[config.mk]
export PLATFORM = sky130hd
export DESIGN_NAME = multi_timer_scheduler_top
export DESIGN_NICKNAME = d
export VERILOG_FILES = /design/src/rtl/mts_pkg.sv /design/src/rtl/mts_div.sv /design/src/rtl/multi_timer_scheduler_top.sv
export SDC_FILE = /design/constraint.sdc
export NUM_CORES = 2
export LEC_CHECK = 0
export BUFFER_PORTS_ARGS = -buffer_cell sky130_fd_sc_hd__buf_2
export CORE_MARGIN = 2
export CORE_UTILIZATION = 24
export CTS_CLUSTER_SIZE = 12
export DETAILED_ROUTE_END_ITERATION = 10
export SETUP_SLACK_MARGIN = 0.3
export SLEW_MARGIN = 20
export SYNTH_ARGS = -nofsm -noshare
export SYNTH_HDL_FRONTEND = slang
export SYNTH_SLANG_ARGS = --single-unit
[constraint.sdc]
create_clock -name clk -period 14.4 [get_ports clk]
set_clock_uncertainty 0.05 [all_clocks]
set_input_delay 2.88 -clock clk [delete_from_list [all_inputs] [get_ports clk]]
set_output_delay 2.88 -clock clk [all_outputs]
set_load 0.1 [all_outputs]
[src/rtl/mts_pkg.sv]
// shared types, codes and constants for the timer scheduler
package mts_pkg;

  localparam int unsigned SLOTS_DEF = 16;
  localparam logic [9:0] TICK_MS_RST = 10'd25;
  localparam int unsigned DVD_W = 25;
  localparam int unsigned DVS_W = 10;

  localparam logic [1:0] MODE_SET = 2'd0;
  localparam logic [1:0] MODE_KILL = 2'd1;
  localparam logic [1:0] MODE_KILL_ALL = 2'd2;
  localparam logic [1:0] MODE_TICK = 2'd3;

  localparam logic [1:0] ST_OK = 2'd0;
  localparam logic [1:0] ST_NOT_FOUND = 2'd1;
  localparam logic [1:0] ST_FULL = 2'd2;
  localparam logic [1:0] ST_ZERO_REP = 2'd3;

  typedef struct packed {
    logic [1:0]  mode;
    logic [7:0]  owner_id;
    logic [15:0] timer_id;
    logic [23:0] period_ms;
    logic [15:0] repeat_count;
    logic        repeat_forever;
  } mts_req_t;

  typedef struct packed {
    logic [1:0]  status;
    logic        fired;
    logic [7:0]  fired_owner;
    logic [15:0] fired_timer;
    logic        last_result;
  } mts_rsp_t;

  typedef struct packed {
    logic [7:0]  owner;
    logic [15:0] timer;
    logic [23:0] period;
    logic [23:0] remaining;
    logic [15:0] reps;
    logic        endless;
  } mts_slot_t;

  typedef struct packed {
    logic busy;
    logic done;
  } mts_div_stat_t;

  typedef enum logic [2:0] {
    S_IDLE, S_DIV, S_FRD, S_FEV, S_TRD, S_TEV, S_FLUSH, S_DONE
  } mts_state_t;

endpackage

[src/rtl/mts_div.sv]
// radix-2 restoring divider, one quotient bit per cycle
module mts_div import mts_pkg::*; (
  input  logic                 clk,
  input  logic                 rst_n,
  input  logic                 start,
  input  logic [DVD_W-1:0]     dividend,
  input  logic [DVS_W-1:0]     divisor,
  output logic [DVD_W-1:0]     quotient,
  output mts_div_stat_t        stat
);

  localparam int unsigned CNT_W = $clog2(DVD_W + 1);

  logic [CNT_W-1:0] cnt_r, cnt_nxt;
  logic [DVS_W-1:0] rem_r, rem_nxt;
  logic [DVD_W-1:0] dq_r, dq_nxt;
  logic [DVS_W-1:0] dvs_r, dvs_nxt;
  logic             busy_r, busy_nxt;
  logic             done_r, done_nxt;
  logic [DVS_W:0]   rem_sh;
  logic [DVS_W:0]   rem_sub;
  logic             ge;

  always_comb begin
    rem_sh  = {rem_r, dq_r[DVD_W-1]};
    rem_sub = rem_sh - {1'b0, dvs_r};
    ge      = rem_sh >= {1'b0, dvs_r};
    cnt_nxt  = cnt_r;
    rem_nxt  = rem_r;
    dq_nxt   = dq_r;
    dvs_nxt  = dvs_r;
    busy_nxt = busy_r;
    done_nxt = 1'b0;
    if (start) begin
      cnt_nxt  = CNT_W'(DVD_W);
      rem_nxt  = '0;
      dq_nxt   = dividend;
      dvs_nxt  = divisor;
      busy_nxt = 1'b1;
    end else if (busy_r) begin
      rem_nxt = ge ? rem_sub[DVS_W-1:0] : rem_sh[DVS_W-1:0];
      dq_nxt  = {dq_r[DVD_W-2:0], ge};
      cnt_nxt = cnt_r - 1'b1;
      if (cnt_r == CNT_W'(1)) begin
        busy_nxt = 1'b0;
        done_nxt = 1'b1;
      end
    end
  end

  always_ff @(posedge clk) begin
    if (!rst_n) begin
      busy_r <= 1'b0;
      done_r <= 1'b0;
      cnt_r  <= '0;
    end else begin
      busy_r <= busy_nxt;
      done_r <= done_nxt;
      cnt_r  <= cnt_nxt;
    end
    rem_r <= rem_nxt;
    dq_r  <= dq_nxt;
    dvs_r <= dvs_nxt;
  end

  assign quotient  = dq_r;
  assign stat.busy = busy_r;
  assign stat.done = done_r;

endmodule

[src/rtl/multi_timer_scheduler_top.sv]
// timer slot table: sequencer, slot memory and period divider
// set: the 25-step divider turns the period into ticks, then a read and check of every slot
// kill: a read and check of every slot; kill all: clears all slots at once
// tick: visits every slot and waits on result stalls; slot memory has one read and one write port
// one request at a time; in_ready is low until the last result is registered
// synchronous reset clears all slots and loads tick period 25
module multi_timer_scheduler_top import mts_pkg::*; #(
  parameter int unsigned TIMER_SLOTS = SLOTS_DEF
) (
  input  logic     clk,
  input  logic     rst_n,
  input  logic     in_valid,
  output logic     in_ready,
  input  mts_req_t in_data,
  output logic     out_valid,
  input  logic     out_ready,
  output mts_rsp_t out_data,
  input  logic     cfg_valid,
  output logic     cfg_ready,
  input  logic [9:0] cfg_data
);

  localparam int unsigned IDX_W = (TIMER_SLOTS > 1) ? $clog2(TIMER_SLOTS) : 1;
  localparam logic [IDX_W-1:0] IDX_LAST = IDX_W'(TIMER_SLOTS - 1);

  mts_state_t state_r, state_nxt;
  mts_req_t   req_r, req_nxt;
  logic [9:0] tick_ms_r;
  logic [TIMER_SLOTS-1:0] valid_r, valid_nxt;
  logic [IDX_W-1:0] idx_r, idx_nxt;
  logic       mfound_r, mfound_nxt, ffound_r, ffound_nxt;
  logic [IDX_W-1:0] midx_r, midx_nxt, fidx_r, fidx_nxt;
  logic [1:0] status_r, status_nxt;
  logic       pend_v_r, pend_v_nxt;
  logic [7:0] pend_owner_r, pend_owner_nxt;
  logic [15:0] pend_timer_r, pend_timer_nxt;
  logic       out_valid_r, out_valid_nxt;
  mts_rsp_t   out_r, out_nxt;

  mts_slot_t  mem_r [TIMER_SLOTS];
  mts_slot_t  rd_r;
  logic       we;
  logic [IDX_W-1:0] waddr;
  mts_slot_t  wdata;

  logic       div_start;
  logic [DVD_W-1:0] div_q;
  logic [DVS_W-1:0] tp;
  mts_div_stat_t div_stat;
  logic [23:0] ticks;

  logic       out_free, cur_match, cur_free, m_hit, f_hit;
  logic [IDX_W-1:0] m_idx, f_idx;

  assign tp = (tick_ms_r == '0) ? DVS_W'(1) : tick_ms_r;

  mts_div u_div (
    .clk      (clk),
    .rst_n    (rst_n),
    .start    (div_start),
    .dividend ({1'b0, req_r.period_ms} + {15'd0, tp} - DVD_W'(1)),
    .divisor  (tp),
    .quotient (div_q),
    .stat     (div_stat)
  );

  assign ticks = (div_q[23:0] == '0) ? 24'd1 : div_q[23:0];

  always_ff @(posedge clk) begin
    if (we) mem_r[waddr] <= wdata;
    rd_r <= mem_r[idx_r];
  end

  always_comb begin
    out_free  = !out_valid_r || out_ready;
    cur_match = valid_r[idx_r] && rd_r.owner == req_r.owner_id
                && rd_r.timer == req_r.timer_id;
    cur_free  = !valid_r[idx_r];
    m_hit     = mfound_r || cur_match;
    m_idx     = mfound_r ? midx_r : idx_r;
    f_hit     = ffound_r || cur_free;
    f_idx     = ffound_r ? fidx_r : idx_r;

    state_nxt      = state_r;
    req_nxt        = req_r;
    valid_nxt      = valid_r;
    idx_nxt        = idx_r;
    mfound_nxt     = mfound_r;
    midx_nxt       = midx_r;
    ffound_nxt     = ffound_r;
    fidx_nxt       = fidx_r;
    status_nxt     = status_r;
    pend_v_nxt     = pend_v_r;
    pend_owner_nxt = pend_owner_r;
    pend_timer_nxt = pend_timer_r;
    out_valid_nxt  = out_valid_r && !out_ready;
    out_nxt        = out_r;
    we             = 1'b0;
    waddr          = idx_r;
    wdata          = rd_r;
    div_start      = 1'b0;

    case (state_r)
      S_IDLE: begin
        if (in_valid) begin
          req_nxt    = in_data;
          idx_nxt    = '0;
          mfound_nxt = 1'b0;
          ffound_nxt = 1'b0;
          pend_v_nxt = 1'b0;
          case (in_data.mode)
            MODE_SET: begin
              if (!in_data.repeat_forever && in_data.repeat_count == '0) begin
                status_nxt = ST_ZERO_REP;
                state_nxt  = S_DONE;
              end else begin
                state_nxt = S_DIV;
              end
            end
            MODE_KILL: state_nxt = S_FRD;
            MODE_KILL_ALL: begin
              valid_nxt  = '0;
              status_nxt = ST_OK;
              state_nxt  = S_DONE;
            end
            MODE_TICK: state_nxt = S_TRD;
            default: state_nxt = S_IDLE;
          endcase
        end
      end
      S_DIV: begin
        // divider is started in the cycle after the request is latched
        if (!div_stat.busy && !div_stat.done) begin
          div_start = 1'b1;
        end else if (div_stat.done) begin
          state_nxt = S_FRD;
        end
      end
      S_FRD: state_nxt = S_FEV;
      S_FEV: begin
        if (cur_match && !mfound_r) begin
          mfound_nxt = 1'b1;
          midx_nxt   = idx_r;
        end
        if (cur_free && !ffound_r) begin
          ffound_nxt = 1'b1;
          fidx_nxt   = idx_r;
        end
        if (idx_r == IDX_LAST) begin
          state_nxt = S_DONE;
          if (req_r.mode == MODE_SET) begin
            if (m_hit || f_hit) begin
              we    = 1'b1;
              waddr = m_hit ? m_idx : f_idx;
              wdata.owner     = req_r.owner_id;
              wdata.timer     = req_r.timer_id;
              wdata.period    = ticks;
              wdata.remaining = ticks;
              wdata.reps      = req_r.repeat_forever ? 16'd0 : req_r.repeat_count;
              wdata.endless   = req_r.repeat_forever;
              valid_nxt[waddr] = 1'b1;
              status_nxt = ST_OK;
            end else begin
              status_nxt = ST_FULL;
            end
          end else begin
            if (m_hit) begin
              valid_nxt[m_idx] = 1'b0;
              status_nxt = ST_OK;
            end else begin
              status_nxt = ST_NOT_FOUND;
            end
          end
        end else begin
          idx_nxt   = idx_r + 1'b1;
          state_nxt = S_FRD;
        end
      end
      S_TRD: begin
        if (valid_r[idx_r]) begin
          state_nxt = S_TEV;
        end else if (idx_r == IDX_LAST) begin
          state_nxt = S_FLUSH;
        end else begin
          idx_nxt = idx_r + 1'b1;
        end
      end
      S_TEV: begin
        // a fired slot is held back until the next fire or the flush so the final one can carry last_result
        if (rd_r.remaining > 24'd1 || !pend_v_r || out_free) begin
          if (rd_r.remaining > 24'd1) begin
            we = 1'b1;
            wdata.remaining = rd_r.remaining - 24'd1;
          end else begin
            if (pend_v_r) begin
              out_valid_nxt = 1'b1;
              out_nxt = '{ST_OK, 1'b1, pend_owner_r, pend_timer_r, 1'b0};
            end
            pend_v_nxt     = 1'b1;
            pend_owner_nxt = rd_r.owner;
            pend_timer_nxt = rd_r.timer;
            if (!rd_r.endless && rd_r.reps <= 16'd1) begin
              valid_nxt[idx_r] = 1'b0;
            end else begin
              we = 1'b1;
              if (!rd_r.endless) wdata.reps = rd_r.reps - 16'd1;
              wdata.remaining = (rd_r.period == '0) ? 24'd1 : rd_r.period;
            end
          end
          if (idx_r == IDX_LAST) begin
            state_nxt = S_FLUSH;
          end else begin
            idx_nxt   = idx_r + 1'b1;
            state_nxt = S_TRD;
          end
        end
      end
      S_FLUSH: begin
        if (out_free) begin
          out_valid_nxt = 1'b1;
          out_nxt = pend_v_r ? mts_rsp_t'{ST_OK, 1'b1, pend_owner_r, pend_timer_r, 1'b1}
                             : mts_rsp_t'{ST_OK, 1'b0, 8'd0, 16'd0, 1'b1};
          pend_v_nxt = 1'b0;
          state_nxt  = S_IDLE;
        end
      end
      S_DONE: begin
        if (out_free) begin
          out_valid_nxt = 1'b1;
          out_nxt   = '{status_r, 1'b0, 8'd0, 16'd0, 1'b1};
          state_nxt = S_IDLE;
        end
      end
      default: state_nxt = S_IDLE;
    endcase
  end

  always_ff @(posedge clk) begin
    if (!rst_n) begin
      state_r     <= S_IDLE;
      valid_r     <= '0;
      out_valid_r <= 1'b0;
      pend_v_r    <= 1'b0;
      tick_ms_r   <= TICK_MS_RST;
    end else begin
      state_r     <= state_nxt;
      valid_r     <= valid_nxt;
      out_valid_r <= out_valid_nxt;
      pend_v_r    <= pend_v_nxt;
      if (cfg_valid) tick_ms_r <= cfg_data;
    end
    req_r        <= req_nxt;
    idx_r        <= idx_nxt;
    mfound_r     <= mfound_nxt;
    midx_r       <= midx_nxt;
    ffound_r     <= ffound_nxt;
    fidx_r       <= fidx_nxt;
    status_r     <= status_nxt;
    pend_owner_r <= pend_owner_nxt;
    pend_timer_r <= pend_timer_nxt;
    out_r        <= out_nxt;
  end

  assign in_ready  = state_r == S_IDLE;
  assign cfg_ready = 1'b1;
  assign out_valid = out_valid_r;
  assign out_data  = out_r;

endmodule

==> flow_summary.yaml <==
die:
  die_area_sq_mm: 0.290
  rows: 196
  die_width_um: 539
  core-area_sq_mm: 0.285
  die_h_um: 539
  start_util_pct: 24.1
  ioPinCount: 113
global_route:
  grt_pass1_wl_um: 257000
  gr-total-overflow: 0
  grt_use_total_pct: 12.0
  grt_pass1_vias: 35776
  grt_max_degree: 167
  antenna_found_initial: 17
clock_network:
  hold_buffers: 0
  cts_buffers: 181
  clk_latency_ns: 0.85
  cts.path.max_buffers: 3
  ctsResizeCount: 0
  htree_levels: 4
  cts_tree: "done"
  cts_root_buf: "clkbuf_16"
  post_cts.repair.setup_buffers: 0
  cts.sinks: 1731
  clkTransAtPathRegs_ns: 0.06
worst_hold_path:
  hold-path-endpoint: "pend_owner_r[1]"
  holdPathStages: 0
  hold_path_class: "flop to flop"
  hp-start: "rd_r[82]"
timing:
  fmax_mhz: 138
  rsz0062_at_grt: "false"
  setup_viol: 0
  hold_violations: 0
  fin_crit_sh_pct: 50.5
  tightest_slew_ns: 1.14
  slew_headroom_pct: 24.3
  setup_tns_ns: 0
  finalMaxSlewViolations: 0
  layout_min_cycle_time_ns: 7.27
flow_run:
  drv_cap: 0
setup_path:
  reg2regPathDepth: 14
  criticalPathCategory: "flop to flop"
  start_kind: "flop"
  required_ns: 14.75
  arrival_ns: 7.61
  reg2reg_from: "idx_r[1]"
  rr_endpoint: "mem_r[14][68]"
  reg2reg_setup_slack_ns: 7.13
  crit_fanout: 62
  end_kind: "flop"
power_and_ir_drop:
  ir_worst_vdd_mv: 0.131
  sequentialPowerShare_pct: 44.6
  swShare_pct: 31.0
  powerDensity_mw_per_mm2: 196
  finalPower_w: 0.0157
  p_switching_w: 0.00485
  leakagePower_nw: 25.2
  clock_power_share_pct: 29.3
  internal_power_w: 0.0108
  p_comb_share_pct: 26.1
synthesis:
  syn_avg_cell_area_sq_um: 19.1
  synth_fp_nets: 3727
  syn_inst: 3587
  async_flop_share_pct: 0
  ys_seq_area_share_pct: 73.8
  syn-cell-area_sq_mm: 0.0686
  yosysWarnings: 0
  ys_ff_latch: 1731
  synthFlopType: "edfxtp_1"
  synth_enable_flop_cells: 1594
  synth.distinct_cells: 73
layout:
  multiInputGateArea_sq_mm: 0.0171
  area_growth_pct: 16.5
  nNetsFinal: 3919
  ff_latch_area_sq_mm: 0.0506
  fin_area_sq_mm: 0.0799
  layout-drive-gt1-share_pct: 23.5
  nFillCells: 27878
placement:
  hpwlAfterDp_um: 107000
  dpl_cell_area_sq_mm: 0.0739
  gp_congestion: 0.820
  numPortBuffers: 111
drt:
  num_vias: 35243
  wl_per_cell_um: 23.2
  drc: 0
  first_pass_iters: 6
  drtIter0Drc: 3928
  wirelength_um: 178000
  vias_per_cell: 4.58
  ant_nets: 0
run_status:
  status: "finished clean"
[sequential cells by signal, indices dropped and copies added (netlist names), 2 cells and up]
name            cells
u_div.rem_r        10
pend_owner_r        8
out_data           28
midx_r              4
u_div.quotient     25
idx_r               4
status_r            2
fidx_r              4
valid_r            16
rd_r               89
tick_ms_r          10
state_r             3
pend_timer_r       16
mem_r            1424
req_r              67
u_div.dvs_r        10
u_div.cnt_r         5
[final cells by class]
| cell class | instances | area share, % |
|---|---|---|
| sequential | 1731 | 63.3 |
| multi-input combinational | 1576 | 21.4 |
| clock buffer | 284 | 6.39 |
| tap | 3762 | 5.89 |
| timing repair buffer | 184 | 1.50 |
| clock inverter | 53 | 0.971 |
| inverter | 105 | 0.503 |
| antenna | 3 | 0.00940 |
[metal layers]
metal	routed length, um	share of wire, %	vias up	GRT usage [%]
li1	-	-	14940	-
met1	73100	41	18605	15.6
met2	86100	48	1408	19.8
met3	12300	6.9	288	2.37
met4	6840	3.8	2	4.69
met5	7	0.0039	-	0
[worst max-delay path by stage]
| stage | start | cells after the start | to | slack (ns) |
|---|---|---|---|---|
| floorplan | out_ready | 6 | mem_r[13][0] | 6.24 |
| global placement | idx_r[1] | 14 | mem_r[14][57] | 6.35 |
| detailed placement | idx_r[1] | 14 | mem_r[14][57] | 6.51 |
| CTS | idx_r[1] | 14 | mem_r[14][68] | 6.41 |
| global route | idx_r[1] | 14 | mem_r[14][68] | 6.74 |
| finish | idx_r[1] | 14 | mem_r[14][68] | 7.13 |
[cells in the final DEF, fill, tap and decap left out, drive strengths merged, types with 5 or more instances in the layout]
cell / synthesis / routed
mux2i: 15 / 15
a21oi: 94 / 94
bufinv: 0 / 8
and3: 14 / 14
dfxtp: 137 / 137
nor2b: 36 / 36
nand4: 13 / 13
o21bai: 6 / 6
o31ai: 5 / 5
or3: 7 / 7
nor3: 36 / 36
a211oi: 18 / 18
o221ai: 7 / 7
nand2b: 10 / 10
o21a: 5 / 5
o22ai: 5 / 5
o211ai: 17 / 17
nand3: 32 / 32
edfxtp: 1594 / 1594
and2: 8 / 8
clkbuf: 134 / 284
a21o: 24 / 24
nor4: 32 / 32
ha: 56 / 56
a22oi: 16 / 16
or4: 13 / 13
xnor2: 20 / 20
mux2: 6 / 6
a221o: 19 / 19
xor2: 43 / 43
a31oi: 6 / 6
o21ai: 87 / 87
nor2: 114 / 114
buf: 41 / 184
nand2: 292 / 292
or2: 5 / 5
mux4: 449 / 449
clkinv: 0 / 34
inv: 105 / 114
[synth_stat cells (7+ instances only)]
| cell | n | area share (%) |
|---|---|---|
| a211oi_1 | 18 | 0.20 |
| a21o_1 | 24 | 0.26 |
| a21oi_1 | 94 | 0.69 |
| a221o_1 | 19 | 0.28 |
| a22oi_1 | 16 | 0.18 |
| and2_1 | 8 | 0.073 |
| and3_1 | 14 | 0.13 |
| buf_1 | 36 | 0.20 |
| clkbuf_1 | 134 | 0.73 |
| dfxtp_1 | 137 | 4.0 |
| edfxtp_1 | 1594 | 70 |
| ha_1 | 56 | 1.0 |
| inv_1 | 105 | 0.57 |
| mux2i_1 | 15 | 0.22 |
| mux4_2 | 449 | 15 |
| nand2_1 | 292 | 1.6 |
| nand2b_1 | 10 | 0.091 |
| nand3_1 | 32 | 0.23 |
| nand4_1 | 13 | 0.12 |
| nor2_1 | 114 | 0.62 |
| nor2b_1 | 36 | 0.33 |
| nor3_1 | 35 | 0.26 |
| nor4_1 | 32 | 0.29 |
| o211ai_1 | 17 | 0.19 |
| o21ai_0 | 84 | 0.61 |
| o221ai_1 | 7 | 0.089 |
| or4_1 | 11 | 0.12 |
| xnor2_1 | 20 | 0.26 |
| xor2_1 | 43 | 0.55 |
[kinds of logic after synthesis]
group / share of synthesized area (%)
AOI/OAI and AO/OA: 3.47
xor gates and xnor gates: 0.805
adders and majority gates: 1.08
buffers and inverters: 1.56
DFF: 73.8
muxes: 15.1
other: 0.00547
and+or+nand+nor: 4.22
[stage by stage]
step           util (%)  setup WS, ns  hold slack [ns]  cells
2_1_floorplan         -          6.24            0.390   3587
3_3_place_gp       26.0          6.35            0.396   7355
3_5_place_dp       26.0          6.51            0.395   7355
4_1_cts            28.0          6.41            0.392   7692
5_1_grt            28.1          6.74            0.430   7695
6_report           28.1          7.13            0.398   7698
[power by group through the flow]
stage               clock (W)  sequential (W)  combinational (W)
floorplan                   0         0.00687            0.00291
global placement            0         0.00707            0.00405
detailed placement          0         0.00708            0.00411
CTS                   0.00468         0.00698            0.00413
global route          0.00487         0.00701            0.00443
finish                0.00458         0.00699            0.00409
[critical path: stages (launching register included)]
cell       delay [ns]
edfxtp_1         0.33
buf_4            0.73
buf_12           0.44
mux4_2           0.55
mux2_2           0.31
mux2i_1          0.14
buf_4            0.21
a2111oi_1        0.12
or3_2            0.79
buf_4            0.44
nor3b_1          0.27
o21ai_1          0.27
nor2_4           0.69
buf_4            0.74
buf_4            0.65
(Power assumes the default switching activity.)
